### config.mk
export PLATFORM = sky130hd
export DESIGN_NAME = asl_probe
export DESIGN_NICKNAME = d
export VERILOG_FILES = /design/src/rtl/asl_pkg.sv /design/src/rtl/asl_probe.sv
export SDC_FILE = /design/constraint.sdc
export NUM_CORES = 1
export LEC_CHECK = 0
export BUFFER_PORTS_ARGS = -buffer_cell sky130_fd_sc_hd__buf_2
export CAP_MARGIN = 15
export CORE_ASPECT_RATIO = 1.25
export CORE_MARGIN = 1.5
export CORE_UTILIZATION = 47
export DETAILED_ROUTE_END_ITERATION = 16
export PLACE_DENSITY_LB_ADDON = 0.25
export REMOVE_ABC_BUFFERS = 1
export SLEW_MARGIN = 20
export SYNTH_ARGS = -nofsm -noshare
export SYNTH_HDL_FRONTEND = slang
export SYNTH_SLANG_ARGS = --single-unit
### constraint.sdc
create_clock -name vclk -period 8
set_clock_uncertainty 0.1 [all_clocks]
set_input_delay 1.6 -clock vclk [all_inputs]
set_output_delay 1.6 -clock vclk [all_outputs]
set_load 0.02 [all_outputs]
### src/rtl/asl_pkg.sv
`timescale 1ns / 1ps
// ----------------------------------------------------------------------------
// Address segment lookup package
// Request, response, table entry and probe result types, register indexes
// and codes shared by the lookup unit and its memory and compare submodules.
// ----------------------------------------------------------------------------
package asl_pkg;

   localparam int COUNT_W = 11;
   localparam int CSR_IDX_W = 2;

   localparam logic [CSR_IDX_W-1:0] CSR_PHYSICAL_COUNT = 2'd0;
   localparam logic [CSR_IDX_W-1:0] CSR_VIRTUAL_COUNT  = 2'd1;

   localparam logic REQ_LOAD   = 1'b0;
   localparam logic REQ_LOOKUP = 1'b1;

   localparam logic [COUNT_W-1:0] COUNT_ALL_ONES = 11'h7FF;

   typedef struct packed {
      logic        req_type;
      logic        space;
      logic [9:0]  entry_index;
      logic [63:0] seg_start;
      logic [63:0] seg_end;
      logic [15:0] first_section;
      logic        has_sections;
      logic [63:0] lookup_offset;
   } asl_req_type;

   typedef struct packed {
      logic        segment_found;
      logic [9:0]  segment_index;
      logic        section_found;
      logic [15:0] section_id;
   } asl_rsp_type;

   typedef struct packed {
      logic [63:0] seg_start;
      logic [63:0] seg_end;
      logic [15:0] first_section;
      logic        has_sections;
   } asl_entry_type;

   typedef struct packed {
      logic hit;
      logic above;
   } asl_probe_type;

endpackage

### src/rtl/asl_probe.sv
`timescale 1ns / 1ps
// ----------------------------------------------------------------------------
// Segment probe unit
// Compares an offset against one half-open segment and reports whether the
// segment contains it or lies entirely above it.
// ----------------------------------------------------------------------------
module asl_probe (
   input  asl_pkg::asl_entry_type entry,
   input  logic [63:0]            offset,
   output asl_pkg::asl_probe_type result
);

   logic end_above;
   logic start_above;

   assign end_above   = entry.seg_end > offset;
   assign start_above = entry.seg_start > offset;

   assign result.hit   = end_above && !start_above;
   assign result.above = end_above && start_above;

endmodule

==> results.md, run 1 <==
* CTS resizes at 0
* Antenna Cells at 0
* Cell Pwr Density at 46.69 nW/µm²
* Max-cap violations at 0
* Commonest cells post-synth: 128 x ha_1, 69 x inv_1, 49 x a21oi_1
* CP Data Arrival Time at 3770 ps
* Via count at 3,529
* Cell count after synthesis at 396
* DP Wirelength at a little under 8 mm
* Post-layout nets at roughly 930
* Number of global-route vias before repair at 3,364
* Worst min-delay path endpoint: result[1]
* Setup crit end kind: primary output
* Relative slew slack at 67.27%
* Fmax at 0.1827 GHz
* Fin crit period at 5472 ps
* First-pass GRT wire length at between 10 and 15 mm
* Die Ht at 92.31 µm
* Final Hold Fails at 0
* # setup viols final at 0
* Avg Inst Size Synth at 7.574 µm²
* Overflow after GRT at 0
* Reg area at 0 µm²
* Hold Path Cell Cnt at 6
* Initial Utilization at between 40 and 50%
* Initial antenna violation count at 0
* Outcome: completed
* Clock buf count at 0
* Top post-synthesis cells by area: ha_1 53%, inv_1 8.6%, a21oi_1 8.2%, nand4_1 4.6%, nand2_1 4.5%
* Worst-margin pin slew at 487.3 ps
* Netlist cell types at 30
* Filler cell count at just under 600
* Yosys warns at 0
* Cell taking the most area after synthesis: ha_1
* Final sequential cell count at 0
* CP required at 6300 ps
* Post-Route Utilization at ~66%
* Boundary pin count at 211
* Crit-path max FO at 3
* Synth-to-layout area growth at 35.92%
* Num rows at 32
* Most frequent cell after synthesis: ha_1
* Final slew viol count at 0
* DRC Markers at 0
* Design Area, Final at 4076 µm²
* Total iterations of the first detailed-routing run at 4
* Share of cells above drive strength 1 at between 30 and 40%
* Post-cts hold buffer count at 0
* Post-DP Area at 4076 µm²
* Via/cell ratio at 5.228
* Worst Setup Start Kind: input port
* TNS Setup at 0 ps
* Final WL at 8.274 mm
* Gpl congestion at between 0.8 and 0.9
* Kind of critical path: input port to primary output
* Core area at between 6000 and 7000 µm²
* Sequential share of the synthesized area at 0%
* VDD IR-drop max at 21.13 µV
* I/O Buffers at 194
* Post-synth top area share at approximately 53%
* Die footprint at 6872 µm²
* Post-DRT Antenna Nets at 0
* Largest net degree at the start of global routing at 5
* Global-route usage over all layers at 22.41%
* Post-CTS Setup Bufs at 0
* Unrepaired setup endpoints after global routing: false
* Hold_sp: entry[18]
* Fin crit share at 68.40%
* Die Wd at 74.45 µm
* Synthesized area at 2999 µm²
* DR iter-0 viols at between 50 and 60
* Pleak at 2.502 nW
* Worst Hold Class: input port to primary output
* Wirelength per Cell at 12.26 µm
## cell usage in the layout (no fill, tap or decap), types with 2 or more instances in the layout
cell	synthesis	layout
buf_2	0	194
ha_1	128	128
inv_1	69	69
a21oi_1	49	49
nand2_1	36	36
nand4_1	22	22
o21ai_0	16	16
nand3_1	12	12
nor2_1	9	9
a21o_1	8	8
a221oi_1	7	7
a211oi_1	6	6
nor3_1	6	6
and4_1	6	6
o211ai_1	3	3
nor4_2	2	2
nor4_1	2	2
a221o_1	2	2
## cell families (layout without fill, tap and decap cells)
group | after synthesis | count (layout) | synth area share, %
adders and majority gates | 128 | 128 | 53.40
and+or+nand+nor | 102 | 102 | 18.44
AOI/OAI and AO/OA | 97 | 97 | 19.53
buffers and inverters | 69 | 263 | 8.636
## worst max path at each step
stage                     startpoint         to  cells after the start
after floorplan           offset[54]  result[0]                      8
after global placement    offset[60]  result[0]                     10
after detailed placement  offset[39]  result[0]                     11
after CTS                 offset[39]  result[0]                     11
after global routing      offset[39]  result[0]                     11
final                     offset[39]  result[0]                     11
## area by class of cell
class / count / area, µm² / share of cell area, %
timing repair buffer: 194 / 970.9 / 23.82
tap: 85 / 106.4 / 2.609
inverter: 69 / 259.0 / 6.354
multi-input combinational: 327 / 2740 / 67.22
## worst max-delay path, stage by stage
cell and delay, ps:
buf_2 70, inv_1 50, ha_1 310, nand4_1 180, nor4_2 420, nand3_1 150
o32ai_1 300, nor3_1 70, a21oi_1 220, nor3b_2 190, buf_2 190
## layer usage
metal  track usage, %  share of wire [%]  routed length, µm  vias up
li1                 -                  -                  -     1864
met1            22.95                 39               3243     1546
met2            47.17                 54               4451      109
met3            1.632                5.8                478       10
met4            3.636                1.2                100        0
met5                0                  0                  0        -
## through the flow
stage	instances	power, W	setup slack (ps)	hold slack [ps]
2_1_floorplan	396	0.0001121	2766	3609
3_3_place_gp	675	0.0001824	2534	3798
3_5_place_dp	675	0.0001905	2521	3804
4_1_cts	675	0.0001920	2516	3805
5_1_grt	675	0.0002194	2335	3843
6_report	675	0.0001903	2528	3800
## power by group
| group | internal, W | leakage [nW] | total, W | switching, W |
|---|---|---|---|---|
| clock network | 0 | 0 | 0 | 0 |
| logic | 0.0000958 | 2.50 | 0.000190 | 0.0000945 |
| registers | 0 | 0 | 0 | 0 |
Note: power is estimated with default switching activity, not from simulation.
==> run 2: changes to the inputs <==
--- a/config.mk
+++ b/config.mk
@@ -9,7 +9,7 @@
 export CAP_MARGIN = 15
 export CORE_ASPECT_RATIO = 1.25
 export CORE_MARGIN = 1.5
-export CORE_UTILIZATION = 47
+export CORE_UTILIZATION = 44
 export DETAILED_ROUTE_END_ITERATION = 16
 export PLACE_DENSITY_LB_ADDON = 0.25
 export REMOVE_ABC_BUFFERS = 1
==> constraint.sdc (replaced) <==
create_clock -name vclk -period 5.62
set_clock_uncertainty 0.1 [all_clocks]
set_input_delay 1.124 -clock vclk [all_inputs]
set_output_delay 1.124 -clock vclk [all_outputs]
set_load 0.02 [all_outputs]
==> run 2 against run 1 <==
Net effect: first-iteration DRC count increased by 13%; hold slack got worse by 940 ps; highest routed layer unchanged; setup slack got worse by 1500 ps; sequential share of layout area unchanged; cell count increased by 0.30%; sequential cell count unchanged; utilization decreased by 4.0 points; clock-buffer cell count unchanged; routed wire length increased by 3.3%.
==> results.md, run 2 (synthesis results as in run 1) <==
* Total iterations of the first detailed-routing run at 4 (unchanged)
* Leading cell types in the layout, fill and taps excluded: 194 x buf_2, 128 x ha_1, 69 x inv_1 (unchanged)
* First-pass GRT wire length at 14.19 mm (was 12.64 mm)
* Dpl cells at 677 (was 675)
* CP required at 4400 ps (was 6300 ps)
* TNS Setup at 0 ps (unchanged)
* # setup viols final at 0 (unchanged)
* Boundary pin count at 211 (unchanged)
* Relative slew slack at 69.18% (was 67.27%)
* Number of global-route vias before repair at 3,509 (was 3,364)
* Cell Pwr Density at 66.84 nW/µm² (was 46.69 nW/µm²)
* Gpl congestion at 0.8360 (was 0.8605)
* Clock buf count at 0 (unchanged)
* VDD IR-drop max at 29.81 µV (was 21.13 µV)
* Pleak at 2.502 nW (unchanged)
* Final WL at 8.549 mm (was 8.274 mm)
* Post-CTS Setup Bufs at 0 (unchanged)
* Post-DRT Antenna Nets at 0 (unchanged)
* Initial antenna violation count at 0 (unchanged)
* Fmax at between 0.2 and 0.25 GHz
* Final sequential cell count at 0 (unchanged)
* Crit-path leading delay family: simple AND/OR/NAND/NOR gates (unchanged)
* Commonest non-fill, non-tap cell in the layout: buf_2 (unchanged)
* Fin crit period at approximately 4600 ps
* DR iter-0 viols at 60 (was 53)
* Largest net degree at the start of global routing at 5 (unchanged)
* Wirelength per Cell at 12.63 µm (was 12.26 µm)
* WP depth at 10 (was 11)
* Worst Hold Class: input port to primary output (unchanged)
* Share of cells above drive strength 1 at 33.73% (unchanged)
* Crit-path most repeated cell: buf_2 (unchanged)
* Post-cts hold buffer count at 0 (unchanged)
* Crit-path max cell delay at 560 ps (was 420 ps)
* CTS resizes at 0 (unchanged)
* Initial Utilization at 45.68% (was 48.64%)
* CP max-delay cell: or4_4 (was nor4_2)
* CP Data Arrival Time at 3360 ps (was 3770 ps)
* Overflow after GRT at 0 (unchanged)
* Worst-margin pin slew at 458.8 ps (was 487.3 ps)
* Core area at 6565 µm² (was 6166 µm²)
* Outcome: completed (unchanged)
* Via count at 3,543 (was 3,529)
* Num rows at 33 (was 32)
* Final Non-Filler Cells at 677 (was 675)
* Synth-to-layout area growth at 36.00% (was 35.92%)
* Die Ht at 95.31 µm (was 92.31 µm)
* Final slew viol count at 0 (unchanged)
* Unrepaired setup endpoints after global routing: false (unchanged)
* Cells along the critical path: buf_2 > inv_1 > ha_1 > nand4_1 > and4bb_1 > nand2_1 > or4_4 > nor4_2 > nor3b_2 > buf_2 (was buf_2 > inv_1 > ha_1 > nand4_1 > nor4_2 > nand3_1 > o32ai_1 > nor3_1 > a21oi_1 > nor3b_2 > buf_2)
* CP Buf/Inv Count at 3 (unchanged)
* Worst Setup Start Kind: input port (unchanged)
* Die footprint at 7324 µm² (was 6872 µm²)
* Final Hold Fails at 0 (unchanged)
* Die Wd at 76.85 µm (was 74.45 µm)
* DRC Markers at 0 (unchanged)
* Fin crit share at 81.49%
* Global-route usage over all layers at 22.93% (was 22.41%)
* Via/cell ratio at 5.233 (was 5.228)
* Crit-path max FO at 3 (unchanged)
* Kind of critical path: input port to primary output (unchanged)
* Antenna Cells at 0 (unchanged)
* Post-layout nets at 929 (unchanged)
* Hold Path Cell Cnt at 6 (unchanged)
* Reg area at 0 µm² (unchanged)
* DP Wirelength at 8.121 mm (was 7.866 mm)
* I/O Buffers at 194 (unchanged)
* Setup crit end kind: primary output (unchanged)
* Max-cap violations at 0 (unchanged)
-- run 2: cell counts in the layout (fill, tap and decap cells not counted) --
Identical to the previous run, type by type.
-- run 2: worst paths after layout --
kind              startpoint        end  slack (ps)
hold / removal     entry[18]  result[1]        2860
setup / recovery  offset[60]  result[0]        1040
-- run 2: metal layers --
layer  vias to the layer above  routed length [µm]  global-route usage, %
met5                         -                   0                      0
met4                         0                 172                  4.321
met3                        16                 428                  1.053
met2                       118                4465                  47.71
met1                      1537                3483                  25.51
li1                       1872                   -                      -
-- run 2: area by class of cell --
type / count / area (µm²)
Timing Repair Buffer: 194 / 970.9
Inverter: 69 / 259.0
Fill cell: 630 / 2486
Tap cell: 87 / 108.9
Multi-Input combinational cell: 327 / 2740
-- run 2: per-stage QoR --
stage / utilization (%) / power [W] / hold slack (ps) / instance area [µm²] / setup slack [ps]
final: 62.13 / 0.0002726 / 2862 / 4079 / 1040
after global routing: 62.13 / 0.0003181 / 2923 / 4079 / 879.3
after CTS: 62.13 / 0.0002751 / 2865 / 4079 / 1019
after detailed placement: 62.13 / 0.0002734 / 2864 / 4079 / 1021
after global placement: 62.13 / 0.0002633 / 2855 / 4079 / 1076
after floorplan: - / 0.0001596 / 2657 / 2999 / 1338
-- run 2: power by group --
group          switching [W]  internal (W)  leakage [nW]
clock                      0             0             0
combinational       0.000136      0.000136          2.50
sequential                 0             0             0
total               0.000136      0.000136          2.50
-- run 2: tightest hold or removal path, delay by kind of cell --
kind	cells	cell delay, ps
and+or+nand+nor	3	210
adders and majority gates	1	230
buffers and inverters	2	280
==> run 3: changes to the inputs <==
--- a/config.mk
+++ b/config.mk
@@ -5,11 +5,12 @@
 export SDC_FILE = /design/constraint.sdc
 export NUM_CORES = 1
 export LEC_CHECK = 0
+export ABC_AREA = 1
 export BUFFER_PORTS_ARGS = -buffer_cell sky130_fd_sc_hd__buf_2
 export CAP_MARGIN = 15
 export CORE_ASPECT_RATIO = 1.25
 export CORE_MARGIN = 1.5
-export CORE_UTILIZATION = 44
+export CORE_UTILIZATION = 41
 export DETAILED_ROUTE_END_ITERATION = 16
 export PLACE_DENSITY_LB_ADDON = 0.25
 export REMOVE_ABC_BUFFERS = 1
==> constraint.sdc (replaced) <==
create_clock -name vclk -period 3.9
set_clock_uncertainty 0.1 [all_clocks]
set_input_delay 0.78 -clock vclk [all_inputs]
set_output_delay 0.78 -clock vclk [all_outputs]
set_load 0.02 [all_outputs]
==> run 3 against run 2 <==
Net effect: via count grew 3.8%; cell count grew 14%; power up 51%; first-iteration DRC count is 45% lower; setup slack lost 300 ps; area after synthesis increased by 6.4%; non-clock buffer count is the same; cell area is 4.8% higher; routed wire length down 1.9%; die area grew 14%.
==> results.md, run 3 <==
* Outcome: completed (unchanged)
* CP required at 3020 ps (was 4400 ps)
* Core area at 7445 µm² (was 6565 µm²)
* Post-CTS Setup Bufs at 0 (unchanged)
* Commonest non-fill, non-tap cell in the layout: buf_2 (unchanged)
* DP Wirelength at 8.090 mm (was 8.121 mm)
* Critical Path End: result[0] (unchanged)
* Cell Pwr Density at 95.99 nW/µm² (was 66.84 nW/µm²)
* Netlist cell types at 23 (was 30)
* Avg Inst Size Synth at 6.551 µm² (was 7.574 µm²)
* Kind of critical path: input port to primary output (unchanged)
* First-pass GRT wire length at 13.46 mm (was 14.19 mm)
* Commonest cells post-synth: 128 x ha_1, 116 x nand2_1, 81 x inv_1 (was 128 x ha_1, 69 x inv_1, 49 x a21oi_1)
* Hold_sp: entry[97] (was entry[18])
* Design Area, Final at 4277 µm² (was 4079 µm²)
* Via/cell ratio at 4.757 (was 5.233)
* Post-synth top area share at 50.20% (was 53.40%)
* I/O Buffers at 194 (unchanged)
* DRC Markers at 0 (unchanged)
* Post-DRT Antenna Nets at 0 (unchanged)
* Largest net degree at the start of global routing at 4 (was 5)
* Fmax at about 0.32 GHz
* CP max-delay cell: ha_1 (was or4_4)
* CTS resizes at 0 (unchanged)
* Post-layout nets at 1,020 (was 929)
* Total iterations of the first detailed-routing run at 4 (unchanged)
* Final Non-Filler Cells at 773 (was 677)
* Wirelength per Cell at 10.84 µm (was 12.63 µm)
* Crit-path most repeated cell: nand2_1 (was buf_2)
* Pleak at 2.741 nW (was 2.502 nW)
* Sequential share of the synthesized area at 0% (unchanged)
* Fin crit period at 3161 ps
* Num rows at 35 (was 33)
* Crit-path max FO at 2 (was 3)
* Crit path launch: offset[47] (was offset[60])
* Yosys warns at 0 (unchanged)
* Boundary pin count at 211 (unchanged)
* Worst Hold Class: input port to primary output (unchanged)
* Die Ht at 101.6 µm (was 95.31 µm)
* DR iter-0 viols at 33 (was 60)
* Initial antenna violation count at 0 (unchanged)
* Pre-CTS WS at 704.8 ps (was 1021 ps)
* Initial Utilization at 42.86% (was 45.68%)
* Setup crit end kind: primary output (unchanged)
* Final sequential cell count at 0 (unchanged)
* Die footprint at 8323 µm² (was 7324 µm²)
* Cell count after synthesis at 487 (was 396)
* Synth-to-layout area growth at 34.04% (was 36.00%)
* Post-cts hold buffer count at 0 (unchanged)
* Antenna Cells at 0 (unchanged)
* Hold Path Cell Cnt at 8 (was 6)
* Final Hold Fails at 0 (unchanged)
* Share of cells above drive strength 1 at 31.86% (was 33.73%)
* Reg area at 0 µm² (unchanged)
* TNS Setup at 0 ps (unchanged)
* Worst Setup Start Kind: input port (unchanged)
* Cells along the critical path: buf_2 > inv_1 > ha_1 > nand2_1 > nor2_1 > nand4_1 > inv_2 > nand3_1 > nor2_2 > nand2_1 > nand2_1 > nand2_1 > nor2_1 > buf_2 (was buf_2 > inv_1 > ha_1 > nand4_1 > and4bb_1 > nand2_1 > or4_4 > nor4_2 > nor3b_2 > buf_2)
* Clock buf count at 0 (unchanged)
* Die Wd at 81.90 µm (was 76.85 µm)
* Max-cap violations at 0 (unchanged)
* Final hold slack at 2213 ps (was 2862 ps)
* Setup slack after layout at 739.1 ps (was 1040 ps)
* Overflow after GRT at 0 (unchanged)
* Post-DP Area at 4277 µm² (was 4079 µm²)
* VDD IR-drop max at 46.98 µV (was 29.81 µV)
* Relative slew slack at 83.65% (was 69.18%)
* Leading cell types in the layout, fill and taps excluded: 194 x buf_2, 128 x ha_1, 116 x nand2_1 (was 194 x buf_2, 128 x ha_1, 69 x inv_1)
* CP Data Arrival Time at 2280 ps (was 3360 ps)
* # setup viols final at 0 (unchanged)
* CP Buf/Inv Count at 4 (was 3)
* Unrepaired setup endpoints after global routing: false (unchanged)
* Crit-path leading delay family: simple AND/OR/NAND/NOR gates (unchanged)
* Crit-path max cell delay at 290 ps (was 560 ps)
* Gpl congestion at 0.7876 (was 0.8360)
* Cell taking the most area after synthesis: ha_1 (unchanged)
* Worst-margin pin slew at 243.5 ps (was 458.8 ps)
* Via count at 3,677 (was 3,543)
* Number of global-route vias before repair at 3,665 (was 3,509)
* Fin crit share at 81.05%
* Top post-synthesis cells by area: ha_1 50%, nand2_1 14%, inv_1 9.5%, a21oi_1 9.4%, nor2_1 3.6% (was ha_1 53%, inv_1 8.6%, a21oi_1 8.2%, nand4_1 4.6%, nand2_1 4.5%)
* Final WL at 8.383 mm (was 8.549 mm)
* Most frequent cell after synthesis: ha_1 (unchanged)
* Global-route usage over all layers at 19.57% (was 22.93%)
* Synthesized area at 3191 µm² (was 2999 µm²)
* WP depth at 14 (was 10)
* Dpl cells at 773 (was 677)
* Final slew viol count at 0 (unchanged)
-- run 3: changes by cell type after synthesis, moves of 7 or more --
cell / previous run / this run
nand2_1: 36 / 116
nor2_1: 9 / 31
nand4_1: 22 / 9
inv_1: 69 / 81
a21oi_1: 49 / 60
inv_2: 0 / 8
a21o_1: 8 / 1
a221oi_1: 7 / 0
-- run 3: stage by stage --
stage	total power, W	utilization, %
5_1_grt	0.0004833	57.45
4_1_cts	0.0004168	57.45
6_report	0.0004105	57.45
2_1_floorplan	0.0002508	-
3_3_place_gp	0.0003962	57.45
3_5_place_dp	0.0004143	57.45
-- run 3: kinds of logic (layout without fill, tap and decap cells) --
group                      after synthesis  after routing  synth area share [%]
and+or+nand+nor                        183            183                 24.90
adders and majority gates              128            128                 50.20
buffers and inverters                   90            284                 10.59
AOI/OAI and AO/OA                       86             86                 14.31
-- run 3: how the worst min path moves through the flow --
stage	end	slack (ps)
final	result[0]	2210
after global routing	result[0]	2310
after CTS	result[0]	2220
after detailed placement	result[0]	2220
after global placement	result[0]	2220
after floorplan	result[0]	1970
-- run 3: worst min-delay path, cell delays in order --
cell     delay (ps)
buf_2            80
ha_1            110
nand4_1         100
nor2_2          110
nand3_1          90
nand2_1          70
nor2_1           40
buf_2           150
-- run 3: cell type report --
cell class	instances	area, µm²
fill	748	3168
multi-input combinational	397	2853
timing repair buffer	194	970.9
inverter	90	337.8
tap	92	115.1
-- run 3: power breakdown --
group	switching [W]	internal, W	leakage, nW
registers	0	0	0
clock network	0	0	0
logic	0.000213	0.000198	2.74
total	0.000213	0.000198	2.74
-- run 3: per-layer routing --
layer | global-route usage, % | vias up | share of wire (%)
li1 | - | 2025 | -
met1 | 19.41 | 1513 | 38
met2 | 42.06 | 125 | 53
met3 | 1.892 | 14 | 6.7
met4 | 3.129 | 0 | 1.6
met5 | 0 | - | 0
